==> config.mk <==
export PLATFORM = sky130hd
export DESIGN_NAME = nlcc_step
export DESIGN_NICKNAME = d
export VERILOG_FILES = /design/src/nlcc_pkg.sv /design/src/nlcc_step.sv
export SDC_FILE = /design/constraint.sdc
export NUM_CORES = 1
export LEC_CHECK = 0
export BUFFER_PORTS_ARGS = -buffer_cell sky130_fd_sc_hd__buf_2
export CORE_MARGIN = 3
export CORE_UTILIZATION = 52
export DETAILED_ROUTE_END_ITERATION = 8
export GPL_TIMING_DRIVEN = 0
export PLACE_DENSITY = 0.95
export SLEW_MARGIN = 5
export SYNTH_ARGS = -nofsm -noshare
export SYNTH_HDL_FRONTEND = slang
export SYNTH_SLANG_ARGS = --single-unit
==> constraint.sdc <==
create_clock -name vclk -period 3.55
set_clock_uncertainty 0.1 [all_clocks]
set_input_delay 0.1775 -clock vclk [all_inputs]
set_output_delay 0.1775 -clock vclk [all_outputs]
set_load 0.005 [all_outputs]
==> src/nlcc_pkg.sv <==
// Shared types, constants and helpers of the NMEA line checksum checker.
package nlcc_pkg;

  typedef logic [7:0] byte_t;

  localparam byte_t CH_DOLLAR  = 8'h24;
  localparam byte_t CH_STAR    = 8'h2A;
  localparam byte_t CH_NEWLINE = 8'h0A;
  localparam byte_t CH_NUL     = 8'h00;

  // Sentence classes as reported on the result channel
  typedef logic [1:0] kind_t;
  localparam kind_t KIND_OTHER = 2'd0;
  localparam kind_t KIND_GGA   = 2'd1;
  localparam kind_t KIND_RMC   = 2'd2;
  localparam kind_t KIND_VTG   = 2'd3;

  localparam int unsigned NUM_KINDS  = 3;
  localparam int unsigned PREFIX_LEN = 6;

  // Sentence prefixes; row order matches the match-flag bit order
  localparam byte_t KIND_PREFIX [NUM_KINDS][PREFIX_LEN] = '{
    '{8'h24, 8'h47, 8'h4E, 8'h47, 8'h47, 8'h41},  // $GNGGA
    '{8'h24, 8'h47, 8'h4E, 8'h52, 8'h4D, 8'h43},  // $GNRMC
    '{8'h24, 8'h47, 8'h4E, 8'h56, 8'h54, 8'h47}   // $GNVTG
  };

  typedef enum logic [5:0] {
    PH_START = 6'b000001,
    PH_BODY  = 6'b000010,
    PH_HEX1  = 6'b000100,
    PH_HEX2  = 6'b001000,
    PH_GOOD  = 6'b010000,
    PH_BAD   = 6'b100000
  } phase_t;

  typedef struct packed {
    phase_t                 phase;
    byte_t                  xor_acc;
    byte_t                  hex1;
    logic [NUM_KINDS-1:0]   kind_match;
  } scan_st_t;

  localparam scan_st_t SCAN_ST_INIT = '{
    phase:      PH_START,
    xor_acc:    8'h00,
    hex1:       8'h00,
    kind_match: {NUM_KINDS{1'b1}}
  };

  typedef struct packed {
    logic  line_valid;
    kind_t sentence_kind;
    byte_t computed_sum;
  } verdict_t;

  // Uppercase ASCII hex digit of a nibble
  function automatic byte_t hex_digit(input logic [3:0] nib);
    return (nib < 4'd10) ? (8'h30 + {4'h0, nib}) : (8'h37 + {4'h0, nib});
  endfunction

endpackage

==> src/nlcc_step.sv <==
// Per-byte scan step: next line state and the verdict at a line end.
module nlcc_step #(
  parameter int unsigned LINE_STORE_BYTES = 128,
  parameter int unsigned SCAN_LIMIT       = 75,
  parameter int unsigned FILL_W           = $clog2(LINE_STORE_BYTES + 1)
) (
  input  nlcc_pkg::byte_t    rx_byte,
  input  logic [FILL_W-1:0]  fill,
  input  nlcc_pkg::scan_st_t st,
  output nlcc_pkg::scan_st_t st_nxt,
  output logic [FILL_W-1:0]  fill_nxt,
  output logic               line_end,
  output nlcc_pkg::verdict_t verdict
);

  logic in_prefix;

  assign line_end  = (rx_byte == nlcc_pkg::CH_NEWLINE) ||
                     (fill >= FILL_W'(LINE_STORE_BYTES));
  assign in_prefix = (fill >= FILL_W'(1)) && (fill <= FILL_W'(nlcc_pkg::PREFIX_LEN - 1));

  // verdict from the state left by the bytes before the line end
  always_comb begin
    verdict.line_valid    = (st.phase == nlcc_pkg::PH_GOOD);
    verdict.computed_sum  = st.xor_acc;
    verdict.sentence_kind = nlcc_pkg::KIND_OTHER;
    if (verdict.line_valid && (fill >= FILL_W'(nlcc_pkg::PREFIX_LEN))) begin
      priority if (st.kind_match[0]) verdict.sentence_kind = nlcc_pkg::KIND_GGA;
      else if (st.kind_match[1])     verdict.sentence_kind = nlcc_pkg::KIND_RMC;
      else if (st.kind_match[2])     verdict.sentence_kind = nlcc_pkg::KIND_VTG;
      else                           verdict.sentence_kind = nlcc_pkg::KIND_OTHER;
    end
  end

  always_comb begin
    st_nxt   = st;
    fill_nxt = fill + FILL_W'(1);
    if (line_end) begin
      st_nxt   = nlcc_pkg::SCAN_ST_INIT;
      fill_nxt = '0;
    end else begin
      if (in_prefix) begin
        for (int k = 0; k < nlcc_pkg::NUM_KINDS; k++) begin
          if (nlcc_pkg::KIND_PREFIX[k][fill[2:0]] != rx_byte)
            st_nxt.kind_match[k] = 1'b0;
        end
      end
      unique case (st.phase)
        nlcc_pkg::PH_START: begin
          st_nxt.phase = (rx_byte == nlcc_pkg::CH_DOLLAR) ? nlcc_pkg::PH_BODY
                                                          : nlcc_pkg::PH_BAD;
        end
        nlcc_pkg::PH_BODY: begin
          priority if ((fill >= FILL_W'(SCAN_LIMIT)) || (rx_byte == nlcc_pkg::CH_NUL))
            st_nxt.phase = nlcc_pkg::PH_BAD;
          else if (rx_byte == nlcc_pkg::CH_STAR)
            st_nxt.phase = nlcc_pkg::PH_HEX1;
          else
            st_nxt.xor_acc = st.xor_acc ^ rx_byte;
        end
        nlcc_pkg::PH_HEX1: begin
          st_nxt.hex1  = rx_byte;
          st_nxt.phase = nlcc_pkg::PH_HEX2;
        end
        nlcc_pkg::PH_HEX2: begin
          st_nxt.phase =
            ((st.hex1 == nlcc_pkg::hex_digit(st.xor_acc[7:4])) &&
             (rx_byte == nlcc_pkg::hex_digit(st.xor_acc[3:0]))) ? nlcc_pkg::PH_GOOD
                                                                 : nlcc_pkg::PH_BAD;
        end
        nlcc_pkg::PH_GOOD, nlcc_pkg::PH_BAD: begin
          st_nxt.phase = st.phase;  // trailing bytes ignored
        end
        default: begin
          st_nxt.phase = nlcc_pkg::PH_BAD;
        end
      endcase
    end
  end

endmodule

==> results.sh, run 1 <==
export IMPL_cts_resized=0
export IMPL_yosysWarnings=0
export IMPL_drv_slew=0
export IMPL_dr_first_iter_drc_count=137
export IMPL_yosysSeqAreaShare=0
export IMPL_cp_start_kind="input port"
export IMPL_start_util=0.577
export IMPL_die_h_um=62.7
export IMPL_maxCapViolCount=0
export IMPL_finish_instance_area_sq_mm=0.00213
export IMPL_end_kind="output pin"
export IMPL_cts_setup_buffers=0
export IMPL_yosysTopAreaCell="nor2_1"
export IMPL_final_hold_violation_count=0
export IMPL_syn_area_sq_mm=0.00167
export IMPL_drt_wl_total_um=5400
export IMPL_grt_pass1_vias=2033
export IMPL_power_per_cell_area_mw_per_mm2=103
export IMPL_layout_min_cycle_time_ns=2.99
export IMPL_synthCells=271
export IMPL_regArea_sq_um=0
export IMPL_antenna_cells=0
export IMPL_gp_congestion=0.951
export IMPL_maxSlewHeadroom=0.564
export IMPL_via_per_inst=5.79
export IMPL_critical_path_class="input port to output pin"
export IMPL_rsz0062_at_grt="false"
export IMPL_critPathRequiredTime_ns=3.27
export IMPL_placed_cell_area_sq_mm=0.00213
export IMPL_hp_class="input port to output pin"
export IMPL_drc=0
export IMPL_grt_pass1_wl_um=8830
export IMPL_fin_crit_sh=0.842
export IMPL_final_cell_mix="buf_2, nor2_1, nand2_1, a21oi_1, o21ai_0"
export IMPL_gr_total_overflow=0
export IMPL_synthTopCellsByArea="nor2_1, xnor2_1, xor2_1"
export IMPL_ctsHoldBuffers=0
export IMPL_die_width_um=62.7
export IMPL_clkbuf_count=0
export IMPL_synth_top_area_frac=0.117
export IMPL_areaGrowthSynthToFinish_pct=27.1
export IMPL_rows=19
export IMPL_syn_avg_cell_area_sq_um=6.17
export IMPL_p_leak_nw=1.05
export IMPL_hpwl_um=4360
export IMPL_coreArea_sq_mm=0.00290
export IMPL_grt_max_degree=11
export IMPL_drive_gt1_frac=0.293
export IMPL_seq_cell_count=0
export IMPL_ant_nets=0
export IMPL_worst_path_max_fanout=10
export IMPL_ioPinCount=86
export IMPL_wl_per_cell_um=13.8
export IMPL_synth_cell_type_count=55
export IMPL_setup_viol=0
export IMPL_tns_ns=0
export IMPL_arrival_ns=2.71
export IMPL_final_common_cell="buf_2"
export IMPL_peakVddDrop_mv=0.0566
export IMPL_antenna_found_initial=0
export IMPL_grt_usage=0.260
export IMPL_drtPass1Iterations=5
export IMPL_tightest_slew_ns=0.654
export IMPL_via_count=2276
export IMPL_fmax_mhz=334
export IMPL_syn_nets=320
export IMPL_finalNetCount=402
export IMPL_status="finished clean"
export IMPL_dieArea_sq_mm=0.00393
export IMPL_io_buffers=80
==> kinds of logic (layout without fill, tap and decap cells) <==
| family | Yosys count | count (layout) | synth area share |
|---|---|---|---|
| simple gates | 127 | 127 | 0.396 |
| xor+xnor | 28 | 28 | 0.147 |
| compound gates | 60 | 60 | 0.231 |
| buf+inv | 40 | 120 | 0.119 |
| mux | 8 | 8 | 0.0479 |
| fa+ha+maj | 8 | 8 | 0.0598 |
==> critical path, cell delays in order <==
cell	delay, ns
buf_2	0.16
clkbuf_1	0.44
inv_1	0.18
ha_1	0.23
clkbuf_1	0.23
or4b_2	0.71
o21ai_0	0.10
a32o_1	0.14
nand3_1	0.08
a21oi_1	0.15
buf_2	0.12
==> report_power, final <==
part / internal [W] / switching [W] / total, W / leakage (nW)
combinational: 0.0000961 / 0.000123 / 0.000219 / 1.05
sequential: 0 / 0 / 0 / 0
clock: 0 / 0 / 0 / 0
==> routing by layer <==
layer | GRT usage | share of wire | up-vias
met5 | 0 | 0 | -
met4 | 0.0551 | 0.016 | 0
met3 | 0.0360 | 0.077 | 14
met2 | 0.486 | 0.50 | 116
met1 | 0.312 | 0.40 | 1052
li1 | - | - | 1094
==> through the flow <==
step / hold slack [ns] / setup slack [ns] / total power, W / cells / util
after floorplan: 0.291 / 1.14 / 0.000133 / 271 / -
after global placement: 0.422 / 0.649 / 0.000209 / 393 / 0.733
after detailed placement: 0.423 / 0.594 / 0.000215 / 393 / 0.733
after CTS: 0.423 / 0.587 / 0.000216 / 393 / 0.733
after global routing: 0.429 / 0.389 / 0.000241 / 393 / 0.733
final: 0.422 / 0.560 / 0.000219 / 393 / 0.733
==> synthesized netlist by cell type, drive strengths merged (2+ instances only) <==
cell type   n
nor2       52
nand2      21
a21oi      18
buf        18
o21ai      18
xnor2      15
xor2       13
inv        12
nand3      11
clkbuf      9
ha          8
mux2i       8
nor2b       7
nor3        7
a21o        3
nand2b      3
nand3b      3
nand4b      3
a32o        2
and3        2
and4b       2
nand4       2
nor3b       2
nor4        2
nor4b       2
o2111ai     2
o211ai      2
o21bai      2
o22ai       2
or3         2
==> area by class of cell <==
type | count | area (sq um)
multi-input combinational | 231 | 1470
fill | 268 | 774
timing repair buffer | 80 | 400
buffer | 27 | 150
tap | 42 | 52.6
inverter | 13 | 48.8
==> final timing paths <==
kind / startpoint / to / cells after the start
hold / removal: st[12] / verdict[1] / 2
setup / recovery: fill[0] / st_nxt[0] / 11
Note: power is estimated with default switching activity, not from simulation.
==> inputs of run 2 (changes only) <==
- CORE_UTILIZATION: 52 -> 49
- PLACE_DENSITY: 0.95 -> 0.91
- clock period: 3.55 -> 3.1 ns (I/O delays scaled with it)
==> run 2 against run 1 <==
Cell area up 0.12%. Flip-flop and latch count unchanged. First-iteration DRC count up 0.73%. Utilization down 5.8 points. Critical path type unchanged. Via count down 3.2%. Critical endpoint unchanged.
==> results.sh, run 2 (synthesis results as in run 1) <==
export IMPL_drv_slew=0
export IMPL_ant_nets=0
export IMPL_dr_first_iter_drc_count=138
export IMPL_regArea_sq_um=0
export IMPL_final_common_cell="buf_2"
export IMPL_critPathRequiredTime_ns=2.84
export IMPL_clkPwrFrac=0
export IMPL_final_cell_mix="buf_2, nor2_1, nand2_1, a21oi_1, o21ai_0"
export IMPL_fmax_mhz=340
export IMPL_worst_path_max_fanout=10
export IMPL_seq_cell_count=0
export IMPL_ctsHoldBuffers=0
export IMPL_drt_wl_total_um=5360
export IMPL_status="finished clean"
export IMPL_areaGrowthSynthToFinish_pct=27.2
export IMPL_p_comb_frac=1.000
export IMPL_rsz0062_at_grt="false"
export IMPL_grt_pass1_vias=1950
export IMPL_die_h_um=64.4
export IMPL_layout_min_cycle_time_ns=2.94
export IMPL_grt_max_degree=11
export IMPL_grt_pass1_wl_um=8400
export IMPL_gp_congestion=0.944
export IMPL_antenna_cells=0
export IMPL_maxCapViolCount=0
export IMPL_arrival_ns=2.69
export IMPL_drtPass1Iterations=5
export IMPL_gr_total_overflow=0
export IMPL_grt_usage=0.236
export IMPL_maxSlewHeadroom=0.544
export IMPL_power_per_cell_area_mw_per_mm2=118
export IMPL_io_buffers=80
export IMPL_p_switching_w=0.000141
export IMPL_setup_viol=0
export IMPL_hp_class="input port to output pin"
export IMPL_tns_ns=0
export IMPL_end_kind="output pin"
export IMPL_drc=0
export IMPL_die_width_um=64.4
export IMPL_peakVddDrop_mv=0.0604
export IMPL_critical_path_class="input port to output pin"
export IMPL_p_int_w=0.000110
export IMPL_dieArea_sq_mm=0.00415
export IMPL_hold_end="verdict[2]"
export IMPL_min_from="st[13]"
export IMPL_via_count=2204
export IMPL_finalNetCount=402
export IMPL_critPathLaunch="fill[0]"
export IMPL_hpwl_um=4290
export IMPL_start_util=0.531
export IMPL_netSwitchingFraction=0.561
export IMPL_drive_gt1_frac=0.293
export IMPL_rows=20
export IMPL_tightest_slew_ns=0.684
export IMPL_ioPinCount=86
export IMPL_via_per_inst=5.58
export IMPL_p_seq_frac=0
export IMPL_clkbuf_count=0
export IMPL_coreArea_sq_mm=0.00315
export IMPL_antenna_found_initial=0
export IMPL_p_leak_nw=1.05
export IMPL_cts_setup_buffers=0
export IMPL_cts_resized=0
export IMPL_fin_crit_sh=0.949
export IMPL_final_hold_violation_count=0
export IMPL_postLayoutCoreUtil=0.675
export IMPL_cp_start_kind="input port"
export IMPL_min_path_cells=2
export IMPL_wl_per_cell_um=13.6
==> run 2: cell counts in the layout (fill, tap and decap cells not counted) <==
Identical to the previous run, type by type.
==> run 2: worst max-delay path: stages <==
cell and delay (ns):
buf_2 0.15, clkbuf_1 0.43, inv_1 0.19, ha_1 0.24
clkbuf_1 0.23, or4b_2 0.71, o21ai_0 0.10, a32o_1 0.14
nand3_1 0.08, a21oi_1 0.14, buf_2 0.12
==> run 2: per-stage QoR <==
| step | hold slack (ns) | cells | area, sq um | total power, W | worst slack, ns |
|---|---|---|---|---|---|
| global placement | 0.377 | 395 | 2130 | 0.000239 | 0.265 |
| CTS | 0.382 | 395 | 2130 | 0.000247 | 0.201 |
| finish | 0.379 | 395 | 2130 | 0.000250 | 0.158 |
| detailed placement | 0.382 | 395 | 2130 | 0.000246 | 0.213 |
| floorplan | 0.246 | 271 | 1670 | 0.000152 | 0.740 |
| global route | 0.391 | 395 | 2130 | 0.000274 | 0.0308 |
==> run 2: cell type report <==
type,instances,area (sq um)
Inverter,13,48.8
Timing Repair Buffer,80,400
Tap cell,44,55.1
Buffer,27,150
Multi-Input combinational cell,231,1470
Fill cell,298,1020
==> run 2: worst max-delay path by stage <==
stage / slack [ns] / cells after the start / to
global placement: 0.26 / 11 / st_nxt[0]
detailed placement: 0.21 / 11 / st_nxt[0]
CTS: 0.20 / 11 / st_nxt[0]
floorplan: 0.74 / 9 / st_nxt[0]
global route: 0.03 / 11 / st_nxt[0]
finish: 0.16 / 11 / st_nxt[0]
==> run 2: layer usage <==
| layer | global-route usage | share of wire | vias to the layer above | wire (um) |
|---|---|---|---|---|
| li1 | - | - | 1097 | - |
| met5 | 0 | 0 | - | 0 |
| met4 | 0.0343 | 0.0099 | 0 | 53 |
| met3 | 0.00867 | 0.085 | 8 | 455 |
| met1 | 0.298 | 0.41 | 985 | 2220 |
| met2 | 0.450 | 0.49 | 114 | 2630 |
==> run 2: power by group through the flow <==
| stage | clock network, W | registers [W] | logic [W] |
|---|---|---|---|
| after floorplan | 0 | 0 | 0.000152 |
| after global placement | 0 | 0 | 0.000239 |
| after detailed placement | 0 | 0 | 0.000246 |
| after CTS | 0 | 0 | 0.000247 |
| after global routing | 0 | 0 | 0.000274 |
| final | 0 | 0 | 0.000250 |
==> inputs of run 3 (changes only) <==
- BUFFER_PORTS_ARGS: -buffer_cell sky130_fd_sc_hd__buf_2 -> -buffer_cell sky130_fd_sc_hd__buf_4
==> run 3 against run 2 <==
Maximum frequency increased by 8.7%. Clock-buffer cell count unchanged. Critical path type unchanged. Cell count unchanged. Largest cell class unchanged. First-iteration DRC count increased by 92%. Utilization increased by 6.4 points.
==> results.sh, run 3 (synthesis results as in run 1) <==
export IMPL_drt_wl_total_um=5470
export IMPL_arrival_ns=2.45
export IMPL_wl_per_cell_um=13.9
export IMPL_die_h_um=64.4
export IMPL_grt_pass1_wl_um=8790
export IMPL_regArea_sq_um=0
export IMPL_drv_slew=0
export IMPL_fin_crit_sh=0.873
export IMPL_end_kind="output pin"
export IMPL_ioPinCount=86
export IMPL_cp_start_kind="input port"
export IMPL_fin_ws_ns=0.393
export IMPL_areaGrowthSynthToFinish_pct=39.3
export IMPL_p_leak_nw=1.10
export IMPL_postLayoutCoreUtil=0.739
export IMPL_top_layer_used="met4"
export IMPL_hpwl_um=4430
export IMPL_coreArea_sq_mm=0.00315
export IMPL_setup_viol=0
export IMPL_maxSlewHeadroom=0.551
export IMPL_antenna_found_initial=0
export IMPL_dr_wl_met2_um=2680
export IMPL_worst_path_buf_inv=5
export IMPL_critical_path_top_delay_family="buffers and inverters"
export IMPL_final_common_cell="buf_4"
export IMPL_peakVddDrop_mv=0.0745
export IMPL_die_width_um=64.4
export IMPL_via_count=2218
export IMPL_rsz0062_at_grt="false"
export IMPL_finalNetCount=402
export IMPL_status="finished clean"
export IMPL_tns_ns=0
export IMPL_final_hold_violation_count=0
export IMPL_clkbuf_count=0
export IMPL_hp_class="input port to output pin"
export IMPL_start_util=0.531
export IMPL_gp_congestion=0.927
export IMPL_m1WireLength_um=2320
export IMPL_drc=0
export IMPL_pre_cts_slack_ns=0.199
export IMPL_critical_path_class="input port to output pin"
export IMPL_drtPass1Iterations=5
export IMPL_antenna_cells=0
export IMPL_grt_pass1_vias=2025
export IMPL_grt_usage=0.250
export IMPL_tightest_slew_ns=0.674
export IMPL_maxCapViolCount=0
export IMPL_via_per_inst=5.62
export IMPL_fmax_mhz=369
export IMPL_fill_cells=260
export IMPL_dp_cells=395
export IMPL_critPathRequiredTime_ns=2.84
export IMPL_crit_path_frequent_cell="buf_4"
export IMPL_gr_total_overflow=0
export IMPL_critical_path_cell_chain="buf_4, clkbuf_2, inv_1, ha_1, clkbuf_1, or4b_2, o21ai_0, a32o_1, nand3_1, a21oi_1, buf_4"
export IMPL_worst_path_max_fanout=10
export IMPL_slowest_delay_ns=0.72
export IMPL_fin_cells=395
export IMPL_dr_first_iter_drc_count=265
export IMPL_final_cell_mix="buf_4, nor2_1, nand2_1, a21oi_1, o21ai_0"
export IMPL_power_per_cell_area_mw_per_mm2=120
export IMPL_rows=20
export IMPL_layout_min_cycle_time_ns=2.71
export IMPL_seq_cell_count=0
export IMPL_drive_gt1_frac=0.296
export IMPL_dieArea_sq_mm=0.00415
export IMPL_grt_max_degree=11
export IMPL_io_buffers=80
export IMPL_ant_nets=0
export IMPL_cp_slowest_cell="or4b_2"
export IMPL_wl_met3_um=447
## run 3: cell types whose count changed in the layout (fill, tap and decap cells not counted)
cell	delta
buf_2	-80
buf_4	+80
clkbuf_1	-1
clkbuf_2	+1
## run 3: per-stage QoR
stage	area (sq um)	hold WS, ns	power (W)
floorplan	1670	0.246	0.000152
global placement	2330	0.376	0.000269
detailed placement	2330	0.378	0.000276
CTS	2330	0.379	0.000277
global route	2330	0.380	0.000306
finish	2330	0.377	0.000280
## run 3: layout make-up
cell class / count / area (sq um) / area share
inverters: 13 / 48.8 / 0.0209
repair buffers: 80 / 601 / 0.258
plain buffers: 27 / 151 / 0.0650
well taps: 44 / 55.1 / 0.0236
multi-input cells: 231 / 1470 / 0.633
## run 3: where the power goes
| part | switching [W] | leakage, nW | internal (W) | total [W] |
|---|---|---|---|---|
| Combinational | 0.000142 | 1.10 | 0.000137 | 0.000280 |
| Clock | 0 | 0 | 0 | 0 |
| Sequential | 0 | 0 | 0 | 0 |
| Total | 0.000142 | 1.10 | 0.000137 | 0.000280 |
## run 3: timing repair
action	CTS	global route
hold buffers	0	0
resized for setup	0	2
endpoints found under the setup margin	0	1
setup buffers	0	0
## run 3: per-layer routing
layer / global-route usage / vias up
met5: 0 / -
met4: 0.0475 / 0
met3: 0.0191 / 8
met2: 0.433 / 111
met1: 0.339 / 1007
li1: - / 1092
## run 3: final timing paths
path,cells past startpoint,from,end
setup / recovery,11,fill[0],st_nxt[0]
hold / removal,2,st[12],verdict[1]
